==> src/rtl/mcf_pkg.sv <==
// Package for the multichannel FIR filter: opcodes, state codes, word types
// and Q15 constants. No dependencies.
`default_nettype none

package mcf_pkg;

    localparam int TAPS_DEF     = 32;
    localparam int CHANNELS_DEF = 4;

    localparam int Q_SHIFT = 15;
    localparam int SAT_HI  = 32767;
    localparam int SAT_LO  = -32768;

    typedef enum logic [2:0] {
        OP_PUSH    = 3'd0,
        OP_WEIGHT  = 3'd1,
        OP_READ    = 3'd2,
        OP_CLR_CH  = 3'd3,
        OP_CLR_ALL = 3'd4
    } t_opcode;

    typedef enum logic [2:0] {
        ST_SWEEP,
        ST_IDLE,
        ST_PUSH,
        ST_MAC,
        ST_DRAIN
    } t_state;

    typedef struct packed {
        logic [2:0]         opcode;
        logic [1:0]         channel;
        logic [4:0]         tap;
        logic signed [15:0] weight_value;
        logic signed [15:0] sample_ch0;
        logic signed [15:0] sample_ch1;
        logic signed [15:0] sample_ch2;
        logic signed [15:0] sample_ch3;
    } t_fir_in;

    typedef struct packed {
        logic [1:0]         channel_out;
        logic signed [15:0] raw_sample;
        logic signed [15:0] filtered_sample;
    } t_fir_out;

endpackage

`default_nettype wire

==> src/rtl/mcf_if.sv <==
// Valid/ready channel interfaces for the filter's input and result words.
// Depends on mcf_pkg for the word types.
`default_nettype none

interface mcf_in_if
    import mcf_pkg::*;
();
    logic    valid;
    logic    ready;
    t_fir_in data;

    modport source (output valid, output data, input ready);
    modport sink   (input valid, input data, output ready);
endinterface

interface mcf_out_if
    import mcf_pkg::*;
();
    logic     valid;
    logic     ready;
    t_fir_out data;

    modport source (output valid, output data, input ready);
    modport sink   (input valid, input data, output ready);
endinterface

`default_nettype wire

==> src/rtl/multichannel_fir_filter_top.sv <==
// Multichannel FIR filter top level: sample and weight memories, one shared MAC.
// Depends on mcf_pkg and the interfaces in mcf_if.sv.
//
// Each word holds the input port until the block is done with it, as there is a
// single memory write port and a single multiply-accumulate unit. A weight write
// is done as the word is accepted. A push writes one history entry per
// channel. A read runs the accepting cycle, one MAC step per tap, then the
// memory read and product registers and the saturating output load; a read of a
// channel beyond CHANNELS returns zeros. A channel clear and a clear-all clear
// one memory entry per cycle. After reset the block runs an initialization pass
// (history zero, tap 0 weights 32767) before it shows ready. A finished result
// sits in an output register, so the next word may be taken while the result
// waits; a read then waits at its end until that register is free.
`default_nettype none

module multichannel_fir_filter_top
    import mcf_pkg::*;
#(
    parameter int TAPS     = TAPS_DEF,
    parameter int CHANNELS = CHANNELS_DEF
) (
    input  wire         i_clk,
    input  wire         i_rst_n,
    mcf_in_if.sink      i_in,
    mcf_out_if.source   o_out
);

    localparam int TW     = $clog2(TAPS);
    localparam int CW     = (CHANNELS > 1) ? $clog2(CHANNELS) : 1;
    localparam int AW     = CW + TW;
    localparam int MEM_D  = 1 << AW;
    localparam int ACC_W  = 32 + TW;

    localparam logic [TW-1:0]          SLOT_LAST = TW'(TAPS - 1);
    localparam logic [CW-1:0]          CH_LAST   = CW'(CHANNELS - 1);
    localparam logic signed [ACC_W-1:0] ACC_HI   = ACC_W'(SAT_HI);
    localparam logic signed [ACC_W-1:0] ACC_LO   = ACC_W'(SAT_LO);

    // Memories
    logic signed [15:0] r_hist_mem [MEM_D];
    logic signed [15:0] r_coef_mem [MEM_D];
    logic signed [15:0] r_hist_rd;
    logic signed [15:0] r_coef_rd;

    // Control state
    t_state        r_state, n_state;
    logic [TW-1:0] r_wp;
    logic [CW-1:0] r_sw_ch;
    logic [TW-1:0] r_sw_slot;
    logic          r_sw_all;
    logic          r_sw_coef;
    logic [CW-1:0] r_ch;
    logic [1:0]    r_ch_field;
    logic [TW-1:0] r_k;
    logic [TW-1:0] r_slot;
    logic          r_rd_vld;
    logic          r_rd_first;
    logic          r_prod_vld;
    logic          r_out_vld;

    // Datapath
    logic signed [15:0]      r_smp [4];
    logic signed [31:0]      r_prod;
    logic signed [ACC_W-1:0] r_acc;
    logic signed [15:0]      r_raw;
    t_fir_out                r_out;

    // Decoded input
    logic          accept;
    logic          ch_ok;
    logic          tap_ok;
    logic [CW-1:0] in_ch;
    logic [TW-1:0] wp_prev;

    // Memory port controls
    logic               hist_we;
    logic [AW-1:0]      hist_waddr;
    logic signed [15:0] hist_wdata;
    logic               coef_we;
    logic [AW-1:0]      coef_waddr;
    logic signed [15:0] coef_wdata;
    logic               rd_issue;
    logic [AW-1:0]      hist_raddr;
    logic [AW-1:0]      coef_raddr;

    logic                    sweep_done;
    logic                    push_done;
    logic                    mac_done;
    logic                    drain_done;
    logic signed [ACC_W-1:0] acc_q;
    logic signed [15:0]      filt;

    assign accept  = i_in.valid && i_in.ready;
    assign ch_ok   = 32'(i_in.data.channel) < 32'(CHANNELS);
    assign tap_ok  = 32'(i_in.data.tap) < 32'(TAPS);
    assign in_ch   = CW'(i_in.data.channel);
    assign wp_prev = (r_wp == '0) ? SLOT_LAST : r_wp - 1'b1;

    assign sweep_done = (r_sw_slot == SLOT_LAST) && (!r_sw_all || r_sw_ch == CH_LAST);
    assign push_done  = (r_sw_ch == CH_LAST);
    assign mac_done   = (r_k == SLOT_LAST);
    assign drain_done = !r_rd_vld && !r_prod_vld && (!r_out_vld || o_out.ready);

    // Floor shift, then clamp to 16 bits
    assign acc_q = r_acc >>> Q_SHIFT;
    always_comb begin
        if (acc_q > ACC_HI) begin
            filt = 16'(SAT_HI);
        end else if (acc_q < ACC_LO) begin
            filt = 16'(SAT_LO);
        end else begin
            filt = acc_q[15:0];
        end
    end

    // Next state
    always_comb begin
        n_state = r_state;
        unique case (r_state)
            ST_SWEEP: begin
                if (sweep_done) begin
                    n_state = ST_IDLE;
                end
            end
            ST_IDLE: begin
                if (accept) begin
                    case (i_in.data.opcode)
                        OP_PUSH:    n_state = ST_PUSH;
                        OP_READ:    n_state = ch_ok ? ST_MAC : ST_DRAIN;
                        OP_CLR_CH:  n_state = ch_ok ? ST_SWEEP : ST_IDLE;
                        OP_CLR_ALL: n_state = ST_SWEEP;
                        default:    n_state = ST_IDLE;
                    endcase
                end
            end
            ST_PUSH: begin
                if (push_done) begin
                    n_state = ST_IDLE;
                end
            end
            ST_MAC: begin
                if (mac_done) begin
                    n_state = ST_DRAIN;
                end
            end
            ST_DRAIN: begin
                if (drain_done) begin
                    n_state = ST_IDLE;
                end
            end
            default: n_state = ST_IDLE;
        endcase
    end

    // Outputs of the sequencer: memory ports and input ready
    always_comb begin
        i_in.ready = 1'b0;
        hist_we    = 1'b0;
        hist_waddr = {r_sw_ch, r_sw_slot};
        hist_wdata = '0;
        coef_we    = 1'b0;
        coef_waddr = {r_sw_ch, r_sw_slot};
        coef_wdata = '0;
        rd_issue   = 1'b0;
        hist_raddr = {r_ch, r_slot};
        coef_raddr = {r_ch, r_k};
        unique case (r_state)
            ST_SWEEP: begin
                hist_we = 1'b1;
                coef_we = r_sw_coef;
                coef_wdata = (r_sw_slot == '0) ? 16'(SAT_HI) : '0;
            end
            ST_IDLE: begin
                i_in.ready = 1'b1;
                if (accept && i_in.data.opcode == OP_WEIGHT && ch_ok && tap_ok) begin
                    coef_we    = 1'b1;
                    coef_waddr = {in_ch, TW'(i_in.data.tap)};
                    coef_wdata = i_in.data.weight_value;
                end
            end
            ST_PUSH: begin
                hist_we    = 1'b1;
                hist_waddr = {r_sw_ch, r_wp};
                hist_wdata = r_smp[2'(r_sw_ch)];
            end
            ST_MAC: begin
                rd_issue = 1'b1;
            end
            ST_DRAIN: ;
            default: ;
        endcase
    end

    // Memory ports
    always_ff @(posedge i_clk) begin
        if (hist_we) begin
            r_hist_mem[hist_waddr] <= hist_wdata;
        end
        r_hist_rd <= r_hist_mem[hist_raddr];
    end

    always_ff @(posedge i_clk) begin
        if (coef_we) begin
            r_coef_mem[coef_waddr] <= coef_wdata;
        end
        r_coef_rd <= r_coef_mem[coef_raddr];
    end

    // Control registers
    always_ff @(posedge i_clk) begin
        if (!i_rst_n) begin
            r_state    <= ST_SWEEP;
            r_wp       <= '0;
            r_sw_ch    <= '0;
            r_sw_slot  <= '0;
            r_sw_all   <= 1'b1;
            r_sw_coef  <= 1'b1;
            r_k        <= '0;
            r_rd_vld   <= 1'b0;
            r_rd_first <= 1'b0;
            r_prod_vld <= 1'b0;
            r_out_vld  <= 1'b0;
        end else begin
            r_state    <= n_state;
            r_rd_vld   <= rd_issue;
            r_rd_first <= rd_issue && (r_k == '0);
            r_prod_vld <= r_rd_vld;

            if (r_state == ST_DRAIN && drain_done) begin
                r_out_vld <= 1'b1;
            end else if (o_out.valid && o_out.ready) begin
                r_out_vld <= 1'b0;
            end

            unique case (r_state)
                ST_SWEEP: begin
                    r_sw_slot <= (r_sw_slot == SLOT_LAST) ? '0 : r_sw_slot + 1'b1;
                    if (r_sw_slot == SLOT_LAST) begin
                        r_sw_ch <= r_sw_ch + 1'b1;
                    end
                    if (sweep_done) begin
                        r_sw_coef <= 1'b0;
                    end
                end
                ST_IDLE: begin
                    r_sw_slot <= '0;
                    r_k       <= '0;
                    if (accept) begin
                        case (i_in.data.opcode)
                            OP_PUSH: begin
                                r_sw_ch <= '0;
                            end
                            OP_CLR_CH: begin
                                r_sw_ch  <= in_ch;
                                r_sw_all <= 1'b0;
                            end
                            OP_CLR_ALL: begin
                                r_sw_ch  <= '0;
                                r_sw_all <= 1'b1;
                                r_wp     <= '0;
                            end
                            default: ;
                        endcase
                    end
                end
                ST_PUSH: begin
                    r_sw_ch <= r_sw_ch + 1'b1;
                    if (push_done) begin
                        r_wp <= (r_wp == SLOT_LAST) ? '0 : r_wp + 1'b1;
                    end
                end
                ST_MAC: begin
                    r_k <= r_k + 1'b1;
                end
                ST_DRAIN: ;
                default: ;
            endcase
        end
    end

    // Datapath registers
    always_ff @(posedge i_clk) begin
        if (accept) begin
            r_smp[0]   <= i_in.data.sample_ch0;
            r_smp[1]   <= i_in.data.sample_ch1;
            r_smp[2]   <= i_in.data.sample_ch2;
            r_smp[3]   <= i_in.data.sample_ch3;
            r_ch       <= in_ch;
            r_ch_field <= i_in.data.channel;
        end

        // Walk the ring from newest to oldest
        if (accept) begin
            r_slot <= wp_prev;
        end else if (rd_issue) begin
            r_slot <= (r_slot == '0) ? SLOT_LAST : r_slot - 1'b1;
        end

        r_prod <= r_coef_rd * r_hist_rd;

        if (accept) begin
            r_acc <= '0;
            r_raw <= '0;
        end else begin
            if (r_prod_vld) begin
                r_acc <= r_acc + ACC_W'(r_prod);
            end
            if (r_rd_vld && r_rd_first) begin
                r_raw <= r_hist_rd;
            end
        end

        if (r_state == ST_DRAIN && drain_done) begin
            r_out.channel_out     <= r_ch_field;
            r_out.raw_sample      <= r_raw;
            r_out.filtered_sample <= filt;
        end
    end

    assign o_out.valid = r_out_vld;
    assign o_out.data  = r_out;

endmodule

`default_nettype wire
==> src/flat_wrapper.sv <==
// flat-port wrapper written by rule: the top's interface ports become plain ports
module multichannel_fir_filter_top_flat import mcf_pkg::*;
#(
    parameter int TAPS     = TAPS_DEF,
    parameter int CHANNELS = CHANNELS_DEF
)
  (i_clk, i_rst_n, i_in_valid, i_in_data, i_in_ready, o_out_valid, o_out_data, o_out_ready);
  mcf_in_if i_in_i ();
  mcf_out_if o_out_i ();
  input  wire i_clk;
  input  wire i_rst_n;
  input wire logic [$bits(i_in_i.valid)-1:0] i_in_valid;
  input wire logic [$bits(i_in_i.data)-1:0] i_in_data;
  output wire logic [$bits(i_in_i.ready)-1:0] i_in_ready;
  output wire logic [$bits(o_out_i.valid)-1:0] o_out_valid;
  output wire logic [$bits(o_out_i.data)-1:0] o_out_data;
  input wire logic [$bits(o_out_i.ready)-1:0] o_out_ready;
  assign i_in_i.valid = i_in_valid;
  assign i_in_i.data = i_in_data;
  assign i_in_ready = i_in_i.ready;
  assign o_out_valid = o_out_i.valid;
  assign o_out_data = o_out_i.data;
  assign o_out_i.ready = o_out_ready;
  multichannel_fir_filter_top #(.TAPS(TAPS), .CHANNELS(CHANNELS)) u_core (.i_clk(i_clk), .i_rst_n(i_rst_n), .i_in(i_in_i), .o_out(o_out_i));
endmodule
==> config.mk <==
export PLATFORM = sky130hd
export DESIGN_NAME = multichannel_fir_filter_top_flat
export DESIGN_NICKNAME = d
export VERILOG_FILES = /design/src/rtl/mcf_pkg.sv /design/src/rtl/mcf_if.sv /design/src/rtl/multichannel_fir_filter_top.sv /design/src/flat_wrapper.sv
export SDC_FILE = /design/constraint.sdc
export NUM_CORES = 2
export LEC_CHECK = 0
export BUFFER_PORTS_ARGS = -buffer_cell sky130_fd_sc_hd__buf_2
export CAP_MARGIN = 5
export CORE_MARGIN = 2
export CORE_UTILIZATION = 25
export CTS_CLUSTER_SIZE = 24
export DETAILED_ROUTE_END_ITERATION = 10
export GPL_TIMING_DRIVEN = 1
export HOLD_SLACK_MARGIN = 0.05
export PLACE_DENSITY_LB_ADDON = 0.12
export SLEW_MARGIN = 0
export SYNTH_ARGS = -nofsm -noshare
export SYNTH_HDL_FRONTEND = slang
export SYNTH_MEMORY_MAX_BITS = 65536
export SYNTH_SLANG_ARGS = --single-unit
export TNS_END_PERCENT = 1
==> constraint.sdc <==
create_clock -name i_clk -period 6.56 [get_ports i_clk]
set_input_delay 0 -clock i_clk [delete_from_list [all_inputs] [get_ports i_clk]]
set_output_delay 0 -clock i_clk [all_outputs]
set_load 0.005 [all_outputs]
==> flow_summary.html <==
<table>
<tr><th>Metric</th><th>Value</th></tr>
<tr><th colspan="2">Clock tree</th></tr>
<tr><td>Number of clock buffers inserted by TritonCTS</td><td>519</td></tr>
<tr><td>Clock tree root driver cell</td><td>clkbuf_16</td></tr>
<tr><td>Clock-pin slew on the worst setup and hold paths</td><td>0.06 ns</td></tr>
<tr><td>Clock sink total</td><td>4346</td></tr>
<tr><td>Longest Clk Path Bufs</td><td>4</td></tr>
<tr><td>CTS tree</td><td>done</td></tr>
<tr><td>Post-CTS Setup Inserts</td><td>0</td></tr>
<tr><td>Clk Latency, worst-skew pair</td><td>1.08 ns</td></tr>
<tr><td>H-tree depth reported by CTS</td><td>6</td></tr>
<tr><th colspan="2">STA</th></tr>
<tr><td>Setup ws final</td><td>0.230 ns</td></tr>
<tr><td>Post-Route Skew</td><td>0.0860 ns</td></tr>
<tr><td>Number of max-slew violations in the final report</td><td>0</td></tr>
<tr><td>Achievable clock frequency</td><td>158 MHz</td></tr>
<tr><td>Final Critical Period</td><td>6.33 ns</td></tr>
<tr><td>Setup repair after global routing missed its margin</td><td>false</td></tr>
<tr><td>Final total negative setup slack</td><td>0 ns</td></tr>
<tr><td>Count of endpoints failing setup in the final report</td><td>0</td></tr>
<tr><td>Headroom to the max-slew limit</td><td>9.08%</td></tr>
<tr><td>Tightest Pin Transition</td><td>1.36 ns</td></tr>
<tr><td>Final hold viol count</td><td>0</td></tr>
<tr><td>Crit share post-route</td><td>96.5%</td></tr>
<tr><th colspan="2">Pwr</th></tr>
<tr><td>Cell internal pwr</td><td>48.4 mW</td></tr>
<tr><td>Standby leakage power</td><td>64.7 nW</td></tr>
<tr><td>Share of total power in sequential cells</td><td>49.1%</td></tr>
<tr><td>Part of the power in combinational logic</td><td>7.8%</td></tr>
<tr><td>Part of the total power dissipated in the clock network</td><td>43.1%</td></tr>
<tr><td>Power per standard cell area</td><td>302 mW/mm^2</td></tr>
<tr><td>Max IR drop VDD</td><td>287 uV</td></tr>
<tr><td>Switching component of the power</td><td>15.0 mW</td></tr>
<tr><td>Share of total power consumed by net switching</td><td>23.7%</td></tr>
<tr><th colspan="2">Outcome</th></tr>
<tr><td>Result of the run</td><td>completed</td></tr>
<tr><th colspan="2">Finish</th></tr>
<tr><td>Fillers</td><td>68400</td></tr>
<tr><td>Count of nets after finishing</td><td>9522</td></tr>
<tr><td>Area overhead of the layout relative to synthesis</td><td>18.8%</td></tr>
<tr><td>Fraction of layout instances using a drive strength above 1</td><td>30.5%</td></tr>
<tr><td>Fin cells</td><td>18800</td></tr>
<tr><td>Most common cell after layout, fill and taps aside</td><td>edfxtp_1</td></tr>
<tr><td>Leading cell types in the layout, fill and taps excluded</td><td>edfxtp_1, mux4_2, clkbuf_16, buf_4, inv_1</td></tr>
<tr><td>Core occupancy in the finished layout</td><td>29.8%</td></tr>
<tr><th colspan="2">Placed design</th></tr>
<tr><td>Worst setup slack after placement</td><td>0.0370 ns</td></tr>
<tr><td>Routability-driven placement congestion ratio</td><td>0.765</td></tr>
<tr><td>Placed wire-length estimate after detailed placement</td><td>330 mm</td></tr>
<tr><td>Total instance count after detailed placement</td><td>17600</td></tr>
<tr><td>I/O Buffers</td><td>129</td></tr>
<tr><th colspan="2">Route</th></tr>
<tr><td>Wirelength per Cell</td><td>28.5 um</td></tr>
<tr><td>DR iter-0 viols</td><td>6693</td></tr>
<tr><td>Via count</td><td>84600</td></tr>
<tr><td>Remaining antenna violation count after routing</td><td>0</td></tr>
<tr><td>Vias per std cell</td><td>4.51</td></tr>
<tr><td>DRC violation count after routing</td><td>0</td></tr>
<tr><td>Drt pass-1 iters</td><td>7</td></tr>
<tr><td>Post-detailed-routing wire length</td><td>535 mm</td></tr>
<tr><th colspan="2">Floorplan</th></tr>
<tr><td>Total I/O pin count</td><td>130</td></tr>
<tr><td>Core region area</td><td>0.704 mm^2</td></tr>
<tr><td>Rows</td><td>308</td></tr>
<tr><td>Area of the die</td><td>0.713 mm^2</td></tr>
<tr><td>Height of the die</td><td>845 um</td></tr>
<tr><td>Starting density of the core</td><td>25.1%</td></tr>
<tr><td>Floorplan die width</td><td>845 um</td></tr>
<tr><th colspan="2">Worst setup path</th></tr>
<tr><td>Type of the setup path with the least slack</td><td>flop to flop</td></tr>
<tr><td>Arrival time reported for the critical path endpoint</td><td>7.26 ns</td></tr>
<tr><td>Maximum fanout count along the critical path</td><td>5</td></tr>
<tr><td>Type of element launching the critical path</td><td>flop</td></tr>
<tr><td>Req. time, crit path</td><td>7.49 ns</td></tr>
<tr><td>Type of element capturing the critical path</td><td>flop</td></tr>
<tr><th colspan="2">GRT</th></tr>
<tr><td>Pin count of the biggest net entering global routing</td><td>88</td></tr>
<tr><td>Total grt overflow</td><td>0</td></tr>
<tr><td>GRT Resource Usage Total</td><td>14.7%</td></tr>
<tr><td>Via count of the first global-routing pass</td><td>91200</td></tr>
<tr><td>Initial antenna violation count</td><td>59</td></tr>
<tr><td>Wire length of the first global-routing pass</td><td>747 mm</td></tr>
<tr><th colspan="2">Yosys</th></tr>
<tr><td>Main synth FF type</td><td>edfxtp_1</td></tr>
<tr><td>Number of distinct library cells after synthesis</td><td>68</td></tr>
<tr><td>Syn nets</td><td>8619</td></tr>
<tr><td>Warnings, synthesis</td><td>0</td></tr>
<tr><td>Post-Synthesis Cell Area</td><td>0.177 mm^2</td></tr>
<tr><td>Share of synthesized area occupied by flip-flops and latches</td><td>73.1%</td></tr>
<tr><td>Avg Synthesized Cell Area</td><td>21.7 um^2</td></tr>
<tr><td>Number of flops mapped to enable cells by yosys</td><td>4201</td></tr>
<tr><td>FF+latch count, synth</td><td>4346</td></tr>
<tr><td>Synthesized netlist cell count</td><td>8130</td></tr>
<tr><td>Share of synthesized registers carrying an async set or reset</td><td>0%</td></tr>
<tr><th colspan="2">Job</th></tr>
<tr><td>Max_cap viols</td><td>0</td></tr>
<tr><th colspan="2">Hold path</th></tr>
<tr><td>Worst min-delay path class</td><td>input pin to flop</td></tr>
</table>
[state kept, by name, indices dropped and copies added (netlist names), 16 cells and up, named ones only]
signal             count
u_core.r_coef_mem   2048
u_core.r_hist_mem   2048
u_core.r_smp          64
u_core.r_acc          37
u_core.o_out.data     34
u_core.r_prod         32
u_core.r_coef_rd      16
u_core.r_hist_rd      16
u_core.r_raw          16
[final cells by class]
cell class	count	area [um^2]	area share, %
clock buffer	649	13600	6.48
antenna	34	85.1	0.0405
multi-input combinational	3072	45500	21.7
clock inverter	269	2390	1.14
timing repair buffer	784	6480	3.09
tap	9300	11600	5.54
sequential	4346	129000	61.5
inverter	310	1170	0.557
[power groups by stage]
stage	logic, mW	clock network [mW]	registers [mW]
after floorplan	3.16	0	31.7
after global placement	4.76	0	31.7
after detailed placement	4.84	0	31.7
after CTS	4.95	28.2	31.1
after global routing	5.53	29.2	31.2
final	4.93	27.3	31.1
[final timing paths]
check / endpoint / startpoint / slack [ns] / cells after the start
min: u_core.r_coef_mem[4][4] / i_in_data[80] / 0.12 / 5
min reg2reg: u_core.o_out.data[31] / u_core.r_raw[15] / 0.43 / 0
max: u_core.r_prod[30] / u_core.r_coef_rd[8] / 0.23 / 24
max reg2reg: u_core.r_prod[30] / u_core.r_coef_rd[8] / 0.23 / 24
[what timing repair did]
action                     in CTS  in global routing
setup endpoints to repair       0                  4
hold buffers                  169                  0
gates resized for setup         0                 29
hold endpoints to repair     1563                  0
[worst max-delay path, stage by stage (launching register included)]
cell and delay [ns]:
dfxtp_1 0.30, buf_4 0.15, and2_4 0.16, fa_1 0.53, inv_2 0.05, fa_1 0.47, fa_1 0.52, inv_2 0.04
fa_1 0.48, fa_1 0.57, inv_2 0.04, fa_1 0.51, inv_2 0.05, ha_4 0.21, and3_4 0.17, a221o_1 0.35
a21o_1 0.18, a21oi_2 0.12, o21bai_1 0.09, a21oi_2 0.18, o21ai_4 0.12, a211o_1 0.36, a211o_1 0.33, a21oi_2 0.13
xnor2_1 0.13
[kinds of logic (layout without fill, tap and decap cells)]
logic type	count (synthesis)	after routing	share of synthesized area [%]
compound gates	281	281	1.04
simple gates	901	901	2.34
mux	1425	1425	17.7
fa+ha+maj	395	395	3.92
flops	4346	4346	73.1
buf+inv	712	2012	1.58
other cells	0	34	0
xor+xnor	70	70	0.347
[per-stage QoR]
stage               hold slack (ns)  area, um^2  total power, mW
floorplan                    0.0989      177000             34.8
global placement              0.179      192000             36.5
detailed placement            0.178      192000             36.6
CTS                          0.0630      210000             64.3
global route                 0.0814      210000             65.9
finish                        0.118      210000             63.4
[synth_stat cells (4+ instances only)]
cell type     n  area, um^2
nand4_1       5        31.3
o21bai_1     14         105
o21ai_0      54         270
nand3b_1     14         105
a211oi_1      7        52.6
nand2_1     256         961
edfxtp_1   4201      126000
ha_1        132        1650
nor2_1      344        1290
or3_1         6        37.5
o31ai_1      10        75.1
o21ai_1       4        20.0
nand2b_1     16         100
a31oi_1       6        37.5
and2_1      138         863
buf_1        53         199
mux2_2       33         372
nor3_1       26         130
a22oi_1       5        37.5
nor2b_1      12        75.1
a211o_1       8        70.1
nor3b_1       4        30.0
inv_1       309        1160
nand3_1      27         135
dfxtp_1     145        2900
mux2i_1      32         320
fa_1        263        5270
o21a_1       20         150
mux4_2     1360       30600
xnor2_1      51         447
xor2_1       19         166
a21oi_1      71         355
and3_1       37         231
clkbuf_1    268        1010
a21o_1       41         308
buf_2        79         395
a21boi_0      8        60.1
[metal layers]
metal,up-vias,share of wire (%),GRT usage (%)
met1,46900,44,19.7
li1,35200,-,-
met3,647,3.4,1.73
met4,0,2.3,3.23
met5,-,0,0
met2,1774,51,25.7
Power figures use the tool's default switching activity.
